`config.mk`:
```
export PLATFORM = sky130hd
export DESIGN_NAME = two_bank_epoch_ownership_core
export DESIGN_NICKNAME = d
export VERILOG_FILES = /design/src/tbeo_pkg.sv /design/src/tbeo_ctrl.sv /design/src/tbeo_dp.sv /design/src/two_bank_epoch_ownership_core.sv
export SDC_FILE = /design/constraint.sdc
export NUM_CORES = 2
export LEC_CHECK = 0
export BUFFER_PORTS_ARGS = -buffer_cell sky130_fd_sc_hd__buf_2
export CAP_MARGIN = 20
export CELL_PAD_IN_SITES_DETAIL_PLACEMENT = 1
export CELL_PAD_IN_SITES_GLOBAL_PLACEMENT = 2
export CORE_AREA = 2 2 325 327
export DETAILED_ROUTE_END_ITERATION = 12
export DIE_AREA = 0 0 327 329
export GPL_ROUTABILITY_DRIVEN = 0
export PLACE_DENSITY_LB_ADDON = 0.1
export SLEW_MARGIN = 15
export SYNTH_ARGS = -nofsm -noshare
export SYNTH_HDL_FRONTEND = slang
export SYNTH_HIERARCHICAL = 1
export SYNTH_SLANG_ARGS = --single-unit
```
`constraint.sdc`:
```
create_clock -name clk -period 24.9 [get_ports clk]
set_input_delay 3.735 -clock clk [delete_from_list [all_inputs] [get_ports clk]]
set_output_delay 3.735 -clock clk [all_outputs]
set_load 0.05 [all_outputs]
```
`src/tbeo_pkg.sv`:
```
// ----------------------------------------------------------------------------
// tbeo_pkg
// Shared types and constants for the two-bank epoch ownership core.
// ----------------------------------------------------------------------------
package tbeo_pkg;

  // field widths
  localparam int OP_W        = 4;
  localparam int EPOCH_W     = 64;
  localparam int GEN_W       = 63;
  localparam int READER_BITS = 32;

  localparam logic [GEN_W-1:0]       GEN_MAX    = {GEN_W{1'b1}};
  localparam logic [READER_BITS-1:0] READER_MAX = {READER_BITS{1'b1}};

  // command codes
  typedef enum logic [OP_W-1:0] {
    OP_INIT      = 4'd0,
    OP_ACQ_PUB   = 4'd1,
    OP_ACQ_ADM   = 4'd2,
    OP_ACQ_EXACT = 4'd3,
    OP_RELEASE   = 4'd4,
    OP_RESERVE   = 4'd5,
    OP_READY     = 4'd6,
    OP_PUBLISH   = 4'd7,
    OP_ABORT     = 4'd8,
    OP_RETIRE    = 4'd9
  } op_t;

  // answer codes
  typedef enum logic [1:0] {
    ST_DONE     = 2'd0,
    ST_REFUSED  = 2'd1,
    ST_INVALID  = 2'd2,
    ST_PROTOCOL = 2'd3
  } status_t;

  // per-bank lifecycle
  typedef enum logic [2:0] {
    PH_EMPTY     = 3'd0,
    PH_CANDIDATE = 3'd1,
    PH_READY     = 3'd2,
    PH_PUBLISHED = 3'd3,
    PH_RETIRING  = 3'd4
  } phase_t;

  // controller to datapath commands
  typedef struct packed {
    logic capture;
    logic commit;
  } cmd_t;

endpackage

```
`src/tbeo_ctrl.sv`:
```
// ----------------------------------------------------------------------------
// tbeo_ctrl
// Request sequencer: takes one request, lets the datapath evaluate and
// commit it once the result register is free, and owns the result valid.
// ----------------------------------------------------------------------------
module tbeo_ctrl (
  input  logic           clk,
  input  logic           rst_n,
  input  logic           in_valid,
  output logic           in_stall,
  output logic           out_valid,
  input  logic           out_stall,
  output tbeo_pkg::cmd_t cmd
);

  typedef enum logic {
    S_IDLE,
    S_EXEC
  } state_t;

  state_t state_r, state_nxt;
  logic   out_valid_r, out_valid_nxt;
  logic   out_free;

  // result register can take a new answer this cycle
  assign out_free = !out_valid_r || !out_stall;

  assign in_stall    = (state_r != S_IDLE);
  assign out_valid   = out_valid_r;
  assign cmd.capture = (state_r == S_IDLE) && in_valid;
  assign cmd.commit  = (state_r == S_EXEC) && out_free;

  // next state and result valid
  always_comb begin
    state_nxt     = state_r;
    out_valid_nxt = out_valid_r;
    if (out_valid_r && !out_stall) begin
      out_valid_nxt = 1'b0;
    end
    unique case (state_r)
      S_IDLE: begin
        if (in_valid) begin
          state_nxt = S_EXEC;
        end
      end
      S_EXEC: begin
        if (out_free) begin
          out_valid_nxt = 1'b1;
          state_nxt     = S_IDLE;
        end
      end
      default: state_nxt = S_IDLE;
    endcase
  end

  always_ff @(posedge clk) begin
    if (!rst_n) begin
      state_r     <= S_IDLE;
      out_valid_r <= 1'b0;
    end else begin
      state_r     <= state_nxt;
      out_valid_r <= out_valid_nxt;
    end
  end

  // a commit always leaves a result waiting
  a_commit_loads: assert property (@(posedge clk) disable iff (!rst_n)
    cmd.commit |=> out_valid_r)
    else $error("commit did not raise out_valid");

  // a commit never overwrites a result that is still stalled
  a_no_overwrite: assert property (@(posedge clk) disable iff (!rst_n)
    cmd.commit |-> (!out_valid_r || !out_stall))
    else $error("result overwritten while stalled");

  // a captured request is evaluated next
  a_capture_exec: assert property (@(posedge clk) disable iff (!rst_n)
    cmd.capture |=> (state_r == S_EXEC && !cmd.capture))
    else $error("captured request not evaluated");

endmodule

```
`src/tbeo_dp.sv`:
```
// ----------------------------------------------------------------------------
// tbeo_dp
// Bank state registers, request holding registers, command evaluation and
// the result register.
// ----------------------------------------------------------------------------
module tbeo_dp (
  input  logic                             clk,
  input  logic                             rst_n,
  input  tbeo_pkg::cmd_t                   cmd,
  input  logic [tbeo_pkg::OP_W-1:0]        in_op,
  input  logic [tbeo_pkg::EPOCH_W-1:0]     in_epoch,
  input  logic                             in_bank,
  input  logic [tbeo_pkg::GEN_W-1:0]       in_ticket_generation,
  output logic [1:0]                       out_status,
  output logic [tbeo_pkg::EPOCH_W-1:0]     out_result_epoch,
  output logic                             out_result_bank,
  output logic [tbeo_pkg::GEN_W-1:0]       out_result_generation,
  output logic [tbeo_pkg::EPOCH_W-1:0]     out_prior_epoch,
  output logic                             out_prior_bank
);

  // request holding registers
  logic [tbeo_pkg::OP_W-1:0]    op_r;
  logic [tbeo_pkg::EPOCH_W-1:0] ep_r;
  logic                         bk_r;
  logic [tbeo_pkg::GEN_W-1:0]   tg_r;

  // bank state
  tbeo_pkg::phase_t                 phase_r [2];
  tbeo_pkg::phase_t                 phase_nxt [2];
  logic [tbeo_pkg::EPOCH_W-1:0]     tag_r [2];
  logic [tbeo_pkg::EPOCH_W-1:0]     tag_nxt [2];
  logic [tbeo_pkg::READER_BITS-1:0] rc_r [2];
  logic [tbeo_pkg::READER_BITS-1:0] rc_nxt [2];
  logic [tbeo_pkg::GEN_W-1:0]       gen_r, gen_nxt;
  logic                             live_r, live_nxt;

  // result register
  tbeo_pkg::status_t            st_r, st_nxt;
  logic [tbeo_pkg::EPOCH_W-1:0] res_epoch_r, res_epoch_nxt;
  logic                         res_bank_r, res_bank_nxt;
  logic [tbeo_pkg::GEN_W-1:0]   res_gen_r, res_gen_nxt;
  logic [tbeo_pkg::EPOCH_W-1:0] pri_epoch_r, pri_epoch_nxt;
  logic                         pri_bank_r, pri_bank_nxt;

  // lookup by the request epoch, bank 0 first
  logic ep_zero, ehit0, ehit1, efound, eb;
  assign ep_zero = (ep_r == '0);
  assign ehit0   = !ep_zero && (tag_r[0] == ep_r);
  assign ehit1   = !ep_zero && (tag_r[1] == ep_r);
  assign efound  = ehit0 || ehit1;
  assign eb      = !ehit0;

  // epoch ordering against the live bank
  logic [tbeo_pkg::EPOCH_W-1:0] live_tag;
  logic                         ep_gt_live;
  assign live_tag   = tag_r[live_r];
  assign ep_gt_live = (ep_r > live_tag);

  // acquire lookup: requested epoch, or the live epoch
  logic [tbeo_pkg::EPOCH_W-1:0] req;
  logic                         rhit0, rhit1, rfound, rb, exact;
  tbeo_pkg::phase_t             rph;
  logic [tbeo_pkg::GEN_W-1:0]   tgen;
  assign req    = (op_r == tbeo_pkg::OP_ACQ_PUB || ep_zero) ? live_tag : ep_r;
  assign rhit0  = (req != '0) && (tag_r[0] == req);
  assign rhit1  = (req != '0) && (tag_r[1] == req);
  assign rfound = rhit0 || rhit1;
  assign rb     = !rhit0;
  assign rph    = phase_r[rb];
  assign exact  = (op_r == tbeo_pkg::OP_ACQ_EXACT) && (rph == tbeo_pkg::PH_READY);
  // generation reaches zero at either end (wrap above GEN_MAX, or 1 - 1), which refuses the ticket
  assign tgen   = (rb == live_r) ? gen_r :
                  exact          ? gen_r + 1'b1 : gen_r - 1'b1;

  // pristine check for init
  logic pristine;
  assign pristine = (tag_r[0] == '0) && (tag_r[1] == '0) &&
                    (rc_r[0] == '0) && (rc_r[1] == '0) &&
                    (phase_r[0] == tbeo_pkg::PH_EMPTY) &&
                    (phase_r[1] == tbeo_pkg::PH_EMPTY);

  // command evaluation
  always_comb begin
    phase_nxt     = phase_r;
    tag_nxt       = tag_r;
    rc_nxt        = rc_r;
    gen_nxt       = gen_r;
    live_nxt      = live_r;
    st_nxt        = tbeo_pkg::ST_INVALID;
    res_epoch_nxt = '0;
    res_bank_nxt  = 1'b0;
    res_gen_nxt   = '0;
    pri_epoch_nxt = '0;
    pri_bank_nxt  = 1'b0;
    unique case (op_r)
      tbeo_pkg::OP_INIT: begin
        if (ep_zero) begin
          st_nxt = tbeo_pkg::ST_INVALID;
        end else if (gen_r != '0 || !pristine) begin
          st_nxt = tbeo_pkg::ST_PROTOCOL;
        end else begin
          st_nxt           = tbeo_pkg::ST_DONE;
          tag_nxt[bk_r]    = ep_r;
          phase_nxt[bk_r]  = tbeo_pkg::PH_PUBLISHED;
          gen_nxt          = tbeo_pkg::GEN_W'(1);
          live_nxt         = bk_r;
        end
      end
      tbeo_pkg::OP_ACQ_PUB, tbeo_pkg::OP_ACQ_ADM, tbeo_pkg::OP_ACQ_EXACT: begin
        st_nxt = tbeo_pkg::ST_REFUSED;
        if (!(op_r == tbeo_pkg::OP_ACQ_EXACT && ep_zero) && gen_r != '0 && rfound &&
            (exact || rph == tbeo_pkg::PH_PUBLISHED || rph == tbeo_pkg::PH_RETIRING) &&
            rc_r[rb] != tbeo_pkg::READER_MAX && tgen != '0) begin
          st_nxt        = tbeo_pkg::ST_DONE;
          rc_nxt[rb]    = rc_r[rb] + 1'b1;
          res_epoch_nxt = tag_r[rb];
          res_bank_nxt  = rb;
          res_gen_nxt   = tgen;
        end
      end
      tbeo_pkg::OP_RELEASE: begin
        st_nxt = tbeo_pkg::ST_REFUSED;
        if (tg_r != '0 && !ep_zero && tag_r[bk_r] == ep_r && rc_r[bk_r] != '0) begin
          st_nxt       = tbeo_pkg::ST_DONE;
          rc_nxt[bk_r] = rc_r[bk_r] - 1'b1;
        end
      end
      tbeo_pkg::OP_RESERVE: begin
        if (gen_r == '0 || live_tag == '0) begin
          st_nxt = tbeo_pkg::ST_PROTOCOL;
        end else if (ep_zero || !ep_gt_live) begin
          st_nxt = tbeo_pkg::ST_INVALID;
        end else if (rc_r[!live_r] != '0 || tag_r[!live_r] != '0 ||
                     phase_r[!live_r] != tbeo_pkg::PH_EMPTY) begin
          st_nxt = tbeo_pkg::ST_REFUSED;
        end else begin
          st_nxt              = tbeo_pkg::ST_DONE;
          phase_nxt[!live_r]  = tbeo_pkg::PH_CANDIDATE;
          tag_nxt[!live_r]    = ep_r;
          res_bank_nxt        = !live_r;
        end
      end
      tbeo_pkg::OP_READY: begin
        st_nxt = tbeo_pkg::ST_PROTOCOL;
        if (efound && phase_r[eb] == tbeo_pkg::PH_CANDIDATE) begin
          st_nxt        = tbeo_pkg::ST_DONE;
          phase_nxt[eb] = tbeo_pkg::PH_READY;
        end
      end
      tbeo_pkg::OP_PUBLISH: begin
        st_nxt = tbeo_pkg::ST_PROTOCOL;
        if (efound && phase_r[eb] == tbeo_pkg::PH_READY && eb != live_r &&
            gen_r != '0 && gen_r != tbeo_pkg::GEN_MAX &&
            phase_r[live_r] == tbeo_pkg::PH_PUBLISHED &&
            live_tag != '0 && ep_gt_live) begin
          st_nxt            = tbeo_pkg::ST_DONE;
          phase_nxt[eb]     = tbeo_pkg::PH_PUBLISHED;
          phase_nxt[live_r] = tbeo_pkg::PH_RETIRING;
          gen_nxt           = gen_r + 1'b1;
          live_nxt          = eb;
          res_epoch_nxt     = ep_r;
          res_bank_nxt      = eb;
          res_gen_nxt       = gen_r + 1'b1;
          pri_epoch_nxt     = live_tag;
          pri_bank_nxt      = live_r;
        end
      end
      tbeo_pkg::OP_ABORT: begin
        st_nxt = tbeo_pkg::ST_REFUSED;
        if (efound && rc_r[eb] == '0 &&
            (phase_r[eb] == tbeo_pkg::PH_CANDIDATE ||
             phase_r[eb] == tbeo_pkg::PH_READY)) begin
          st_nxt        = tbeo_pkg::ST_DONE;
          phase_nxt[eb] = tbeo_pkg::PH_EMPTY;
          tag_nxt[eb]   = '0;
        end
      end
      tbeo_pkg::OP_RETIRE: begin
        if (!efound || phase_r[eb] != tbeo_pkg::PH_RETIRING) begin
          st_nxt = tbeo_pkg::ST_PROTOCOL;
        end else if (rc_r[eb] != '0) begin
          st_nxt = tbeo_pkg::ST_REFUSED;
        end else begin
          st_nxt        = tbeo_pkg::ST_DONE;
          phase_nxt[eb] = tbeo_pkg::PH_EMPTY;
          tag_nxt[eb]   = '0;
        end
      end
      default: st_nxt = tbeo_pkg::ST_INVALID;
    endcase
  end

  // request capture
  always_ff @(posedge clk) begin
    if (cmd.capture) begin
      op_r <= in_op;
      ep_r <= in_epoch;
      bk_r <= in_bank;
      tg_r <= in_ticket_generation;
    end
  end

  // bank state update
  always_ff @(posedge clk) begin
    if (!rst_n) begin
      for (int i = 0; i < 2; i++) begin
        phase_r[i] <= tbeo_pkg::PH_EMPTY;
        tag_r[i]   <= '0;
        rc_r[i]    <= '0;
      end
      gen_r  <= '0;
      live_r <= 1'b0;
    end else if (cmd.commit) begin
      phase_r <= phase_nxt;
      tag_r   <= tag_nxt;
      rc_r    <= rc_nxt;
      gen_r   <= gen_nxt;
      live_r  <= live_nxt;
    end
  end

  // result register
  always_ff @(posedge clk) begin
    if (cmd.commit) begin
      st_r        <= st_nxt;
      res_epoch_r <= res_epoch_nxt;
      res_bank_r  <= res_bank_nxt;
      res_gen_r   <= res_gen_nxt;
      pri_epoch_r <= pri_epoch_nxt;
      pri_bank_r  <= pri_bank_nxt;
    end
  end

  assign out_status            = st_r;
  assign out_result_epoch      = res_epoch_r;
  assign out_result_bank       = res_bank_r;
  assign out_result_generation = res_gen_r;
  assign out_prior_epoch       = pri_epoch_r;
  assign out_prior_bank        = pri_bank_r;

endmodule

```
`src/two_bank_epoch_ownership_core.sv`:
```
// Sequence: the request is captured into the holding registers at the accepting
//   edge and committed into the result register from the evaluate state.
// Flow: the sequencer holds one request at a time and stalls new requests until
//   it commits; evaluation waits only while a stalled result occupies the register.
// Reset: synchronous, active low; both banks empty with zero tag and readers,
//   publish generation zero (uninitialized), live bank 0, no result pending.
// ----------------------------------------------------------------------------
// two_bank_epoch_ownership_core
// Ping-pong ownership manager for two epoch-tagged banks: init, tickets, reserve,
// ready, publish, abort and retire, one status answer per request.
// ----------------------------------------------------------------------------
module two_bank_epoch_ownership_core (
  input  logic                             clk,
  input  logic                             rst_n,
  input  logic                             in_valid,
  output logic                             in_stall,
  input  logic [tbeo_pkg::OP_W-1:0]        in_op,
  input  logic [tbeo_pkg::EPOCH_W-1:0]     in_epoch,
  input  logic                             in_bank,
  input  logic [tbeo_pkg::GEN_W-1:0]       in_ticket_generation,
  output logic                             out_valid,
  input  logic                             out_stall,
  output logic [1:0]                       out_status,
  output logic [tbeo_pkg::EPOCH_W-1:0]     out_result_epoch,
  output logic                             out_result_bank,
  output logic [tbeo_pkg::GEN_W-1:0]       out_result_generation,
  output logic [tbeo_pkg::EPOCH_W-1:0]     out_prior_epoch,
  output logic                             out_prior_bank
);

  tbeo_pkg::cmd_t cmd;

  // request sequencer
  tbeo_ctrl u_ctrl (
    .clk       (clk),
    .rst_n     (rst_n),
    .in_valid  (in_valid),
    .in_stall  (in_stall),
    .out_valid (out_valid),
    .out_stall (out_stall),
    .cmd       (cmd)
  );

  // bank state and evaluation
  tbeo_dp u_dp (
    .clk                   (clk),
    .rst_n                 (rst_n),
    .cmd                   (cmd),
    .in_op                 (in_op),
    .in_epoch              (in_epoch),
    .in_bank               (in_bank),
    .in_ticket_generation  (in_ticket_generation),
    .out_status            (out_status),
    .out_result_epoch      (out_result_epoch),
    .out_result_bank       (out_result_bank),
    .out_result_generation (out_result_generation),
    .out_prior_epoch       (out_prior_epoch),
    .out_prior_bank        (out_prior_bank)
  );

endmodule
```
Word level (Yosys, flattened, before mapping):

Index checks and enable logic that the tools add are counted.

* word-level logic and storage cells: 311
* flip-flop bits (word level): 591
* input port bits: 136
* output and inout port bits: 197

* reductions and logical operators: 91
* bitwise operators: 25
* eq/ne operators: 37
* magnitude comparators: 11
* $add $sub $neg: 4
* multiplexer cells: 123

Operator list (number)
* $mux W64: 20
* $mux W128: 8
* $pmux W128 S4: 1
* $mux W32: 14
* $mux W63: 7
* $eq A64 B64 Y1: 5
* $bwmux W128: 2
* $logic_not A64 Y1: 4
* $pmux W64 S2: 2
* $pmux W63 S2: 2
* $demux W64 S1: 3
* $reduce_bool A64 Y1: 3
* $reduce_bool A63 Y1: 3
* $and A128 B128 Y128: 1
* $bwmux W64: 2
* $not A128 Y128: 1
* $logic_not A32 Y1: 3
* $reduce_bool A32 Y1: 3
* $demux W32 S1: 2
* $gt A64 B64 Y1: 1
* $add A63 B1 Y63 const B: 1
* $logic_not A63 Y1: 1
* $ne A63 B63 Y1 const B: 1
* $sub A63 B1 Y63 const B: 1
* 51 further kinds: 200

Logic depth before layout (Yosys ltp):

* depth in word-level cells: 21
* mapped depth: 29
* mapped depth without buffers: 19

Modules after synthesis:

Netlist, hierarchy kept.

By module, submodules not included
* tbeo_dp: cells each 4542, seq. area each 15064.4 um^2, instances 1, area an instance 39145.0 um^2
* tbeo_ctrl: cells each 8, seq. area each 40.0 um^2, instances 1, area an instance 81.3 um^2

Worst setup path after synthesis:

OpenSTA, ideal clock, no wires.

* path kind: input port to flip-flop
* start: input port out_stall
* end: register u_dp/rc_r[41] in the netlist's numbering
* library setup time: 62 ps
* path buffers: 0
* setup slack: 3786 ps
* data arrival time: 21053 ps
* data required time: 24838 ps
* stages: 6
* cell sequence: a21boi_0 nand3_1 inv_1 a31oi_4 nor2_1 o221a_1

* cells in the longest elaborated chain, start to end: 4

RTL lines
* start, declared: RTL line two_bank_epoch_ownership_core.sv:22 `input logic out_stall,`
* $logic_not A1 Y1: RTL line tbeo_ctrl.sv:26 `assign out_free = !out_valid_r || !out_stall;`
* $logic_or A1 B1 Y1: RTL line tbeo_ctrl.sv:26
* $logic_and A1 B1 Y1: RTL line tbeo_ctrl.sv:31 `assign cmd.commit = (state_r == S_EXEC) && out_free;`
* $reduce_and A4 Y1 (no source line)
* end signal, assigned: RTL line tbeo_dp.sv:217 `rc_r <= rc_nxt;`
* end, declared: RTL line tbeo_dp.sv:33 `logic [tbeo_pkg::READER_BITS-1:0] rc_r [2];`

Every way passes these cells.
A chain may end at the register's enable or synchronous reset.

Final worst setup path:

* start: register u_dp/ep_r[26] in the netlist's numbering
* end: register u_dp.res_gen_r, in the netlist u_dp/out_result_generation[31], data pin

* cells in the longest elaborated chain, start to end: 19
* elaborated cells between the ends (all ways): 59
* classes of those cells: 1 x order compare; 11 x eq/ne; 15 x mux; 2 x bitwise; 30 x reduce/logical

RTL lines
* start, declared: RTL line tbeo_dp.sv:24 `logic [tbeo_pkg::EPOCH_W-1:0] ep_r;`
* start signal, assigned: RTL line tbeo_dp.sv:198 `ep_r <= in_epoch;`
* parallel branches: the longest is 18 deep, another holds $logic_not A64 Y1
* $pmux W63 S2 (*): RTL line tbeo_dp.sv:96 `unique case (op_r)`
* end signal, assigned: RTL line tbeo_dp.sv:229 `res_gen_r <= res_gen_nxt;`
* end, declared: RTL line tbeo_dp.sv:42 `logic [tbeo_pkg::GEN_W-1:0] res_gen_r, res_gen_nxt;`

Mark *: on every way between the ends. The select of a mux whose other input is x is not followed.

==> impl_metrics.tcl <==
set metrics [dict create \
    finalHoldWorstSlack_ps 530.1 \
    finClkSkew_ps 39.49 \
    synth_fa_ha_area_frac 0.02201 \
    setup.worst_path.end_class "flip-flop" \
    timing.critical_path.slowest_stage_cell "sky130_fd_sc_hd__buf_4" \
    final_min_period_over_clock_period 0.3831 \
    transition_time_of_the_tightest_slew_check_pin_ps 1179 \
    post-synth-top-area-fraction 0.2503 \
    number_of_filler_instances_in_the_final_layout 12130 \
    clock_tree.root_cell "sky130_fd_sc_hd__clkbuf_16" \
    finalMaxSlewViolations 0 \
    post_synth_and_or_nand_nor_area_fraction 0.1979 \
    m1WireLength_microns 85830 \
    post_synth_mux_area_share 0.05324 \
    ctsHoldBuffers 0 \
    final_area_sq_um 44180 \
    run_status "finished, final reports clean" \
    place_worst_setup_slack_ps 15710 \
    count_leader_synth "sky130_fd_sc_hd__nor2_1" \
    timing.final.hold_violations 0 \
    postcts_setup_bufs 0 \
    rows 119 \
    buffers_from_clock_root_to_sink_at_most 3 \
    leakagePower_nw 15.71 \
    criticalPathCategory "reg2reg" \
    synthXorXnorAreaFrac 0.07591 \
    route.vias.total 39010 \
    dr_wl_met3_microns 20880 \
    clkLatencyLatePin_ps 690 \
    ys_dominant_reg_cell "sky130_fd_sc_hd__edfxtp_1" \
    vdd_drop_max_uv 53.25 \
    clk_pin_slew_ps 70 \
    cts_buffers 73 \
    floorplan.initialDensity 0.3758 \
    post_route_cells_drive_above_1_share 0.1389 \
    postSynthAreaPerCell_sq_um 8.621 \
    synthesis.instances 4550 \
    timing.max_slew.rel_slack 0.2068 \
    layoutNonFillerInstCount 6002 \
    routed_wire_length_per_instance_microns 32.36 \
    die_width_microns 327 \
    post_cts_resize_count 0 \
    grt_pass1_wl_microns 278200 \
    synth_async_sr_flop_share 0 \
    final_setup_viols 0 \
    die_height_microns 329 \
    cts_tree "yes" \
    setup_tns_ps 0 \
    groute.usage.overall 0.3497 \
    warnings_from_yosys 6 \
    synth_edf_count 327 \
    drcViolationCount 0 \
    floorplan.die_area_sq_um 107600 \
    layout.nets 4752 \
    postLayoutSetupSlackWorst_ps 15360 \
    worst_hold_path_type "reg2reg" \
    num_io_pins 333 \
    grt_antenna_before_repair 10 \
    critical_path.cell_chain "nor4_1 > nand4_1 > nor2_1 > a21oi_1 > nor4_1 > o22ai_1 > or4_1 > buf_4 > nor2_4 > buf_4 > mux2_2 > or4_1 > nor4_1 > and4b_1 > nand2_2 > nand2_4 > buf_4 > o221a_2 > o22ai_1" \
    detailedRoute.firstPassIterationCount 6 \
    synth.yosys.seq_area_share 0.3851 \
    coreArea_sq_um 104400 \
    cts_sinks 591 \
    post_route_wl_microns 194200 \
    max_clock_freq_ghz 0.1048 \
    met2_wire_length_microns 80440 \
    critPathMaxStageDelay_ps 910 \
    dp.final_hpwl_microns 138200 \
    placed_cells 5862 \
    synth-compound-area-share 0.2052 \
    utilization 0.4233 \
    mapped_nets 4755 \
    placed_area_sq_um 41530 \
    worst-path-max-fanout 67 \
    arrival_ps 9930 \
    grt_setup_unrepaired "no" \
    first_iter_violations 4686 \
    post_synth_main_area_contributors "sky130_fd_sc_hd__edfxtp_1 25%, sky130_fd_sc_hd__dfxtp_1 13%, sky130_fd_sc_hd__mux2i_1 5.0%, sky130_fd_sc_hd__nor2_1 4.4%, sky130_fd_sc_hd__xnor2_1 4.1%" \
    synth_top_family_by_area "compound AO/OA/AOI/OAI gates" \
    crit_required_ps 25290 \
    port-buffer-count 332 \
    critical_path.startpoint_type "flip-flop" \
    cts_htree_levels 3 \
    p_total_mw 2.568 \
    post_synth_most_frequent_cells "461 x sky130_fd_sc_hd__nor2_1, 415 x sky130_fd_sc_hd__clkbuf_1, 327 x sky130_fd_sc_hd__edfxtp_1, 293 x sky130_fd_sc_hd__nand2_1, 264 x sky130_fd_sc_hd__dfxtp_1" \
    layout-area-overhead-vs-synth_pct 12.64 \
    synthDominantAreaCellType "sky130_fd_sc_hd__edfxtp_1" \
    avgViaCountPerCell 6.500 \
    antenna_left 0 \
    top_layer_used "met5" \
    synth-seq-cells 591 \
    power-per-cell-area_nw_per_um2 58.13 \
    period_needed_ps 9540 \
    max_cap_violations 0 \
    mappedNetlistArea_sq_um 39230 \
    first_global_vias 37660 \
    total_overflow_reported_by_the_global_router 0 \
    post_synth_num_cell_types 95 \
    pin_count_of_the_biggest_net_entering_global_routing 122 \
]
## cells in the final DEF (no fill, tap or decap), types with 127 or more instances in the layout
cell / instances
sky130_fd_sc_hd__nor2_1: 457
sky130_fd_sc_hd__buf_2: 332
sky130_fd_sc_hd__edfxtp_1: 327
sky130_fd_sc_hd__nand2_1: 291
sky130_fd_sc_hd__dfxtp_1: 263
sky130_fd_sc_hd__a21oi_1: 227
sky130_fd_sc_hd__o21ai_0: 227
sky130_fd_sc_hd__mux2i_1: 194
sky130_fd_sc_hd__xnor2_1: 185
sky130_fd_sc_hd__xor2_1: 155
sky130_fd_sc_hd__nor4_1: 147
sky130_fd_sc_hd__a22o_1: 145
sky130_fd_sc_hd__nor3_1: 127
## metal layers
layer,vias to the layer above,global-route usage
met5,-,0
met2,2128,0.5036
met1,19670,0.5011
met4,12,0.1224
li1,16830,-
met3,375,0.09370
## layout make-up
class                   instances  area [sq um]  share of cell area
clock inverters                37         598.1             0.01354
well taps                    1391          1740             0.03939
clock buffers                  99          2039             0.04616
inverters                     107         402.9            0.009118
flip-flops and latches        591         15110              0.3419
diodes                          3         7.507           0.0001699
multi-input cells            3347         21900              0.4957
repair buffers                427          2387             0.05403
## logic make-up after synthesis
logic type,count (synthesis)
xor+xnor,340
simple gates,1557
fa+ha+maj,69
mux,207
flops,591
compound gates,1174
buf+inv,612
## critical path, delay by kind of cell (launching register included)
family,cells,cell delay (ps)
AO/OA/AOI/OAI,4,810
flip-flops,1,550
AND/OR/NAND/NOR,11,5660
multiplexers,1,400
buffers and inverters,3,1660
## flip-flops by register name (all words and copies together) (netlist names), 2 cells and up
signal / flops
u_dp/out_result_generation: 63
u_dp/tg_r: 63
u_dp/ep_r: 64
u_dp/tag_r: 128
u_dp/out_status: 2
u_dp/rc_r: 64
u_dp/phase_r: 6
u_dp/out_prior_epoch: 64
u_dp/out_result_epoch: 64
u_dp/op_r: 4
u_dp/gen_r: 63
## final timing paths
| path | start | end | slack, ps | cells after the start |
|---|---|---|---|---|
| worst min register to register | u_dp/rc_r[26] | u_dp/rc_r[26] | 530 | 1 |
| worst max register to register | u_dp/ep_r[26] | u_dp/out_result_generation[31] | 15360 | 19 |
| worst max-delay path | u_dp/ep_r[26] | u_dp/out_result_generation[31] | 15360 | 19 |
| worst min-delay path | u_dp/rc_r[26] | u_dp/rc_r[26] | 530 | 1 |
## report_power, final
group          internal, mW  switching, mW  total, mW
Clock                 0.710          0.481       1.19
Sequential             1.06         0.0358       1.10
Combinational        0.0726          0.206      0.279
Total                  1.85          0.723       2.57
(Power assumes the default switching activity.)
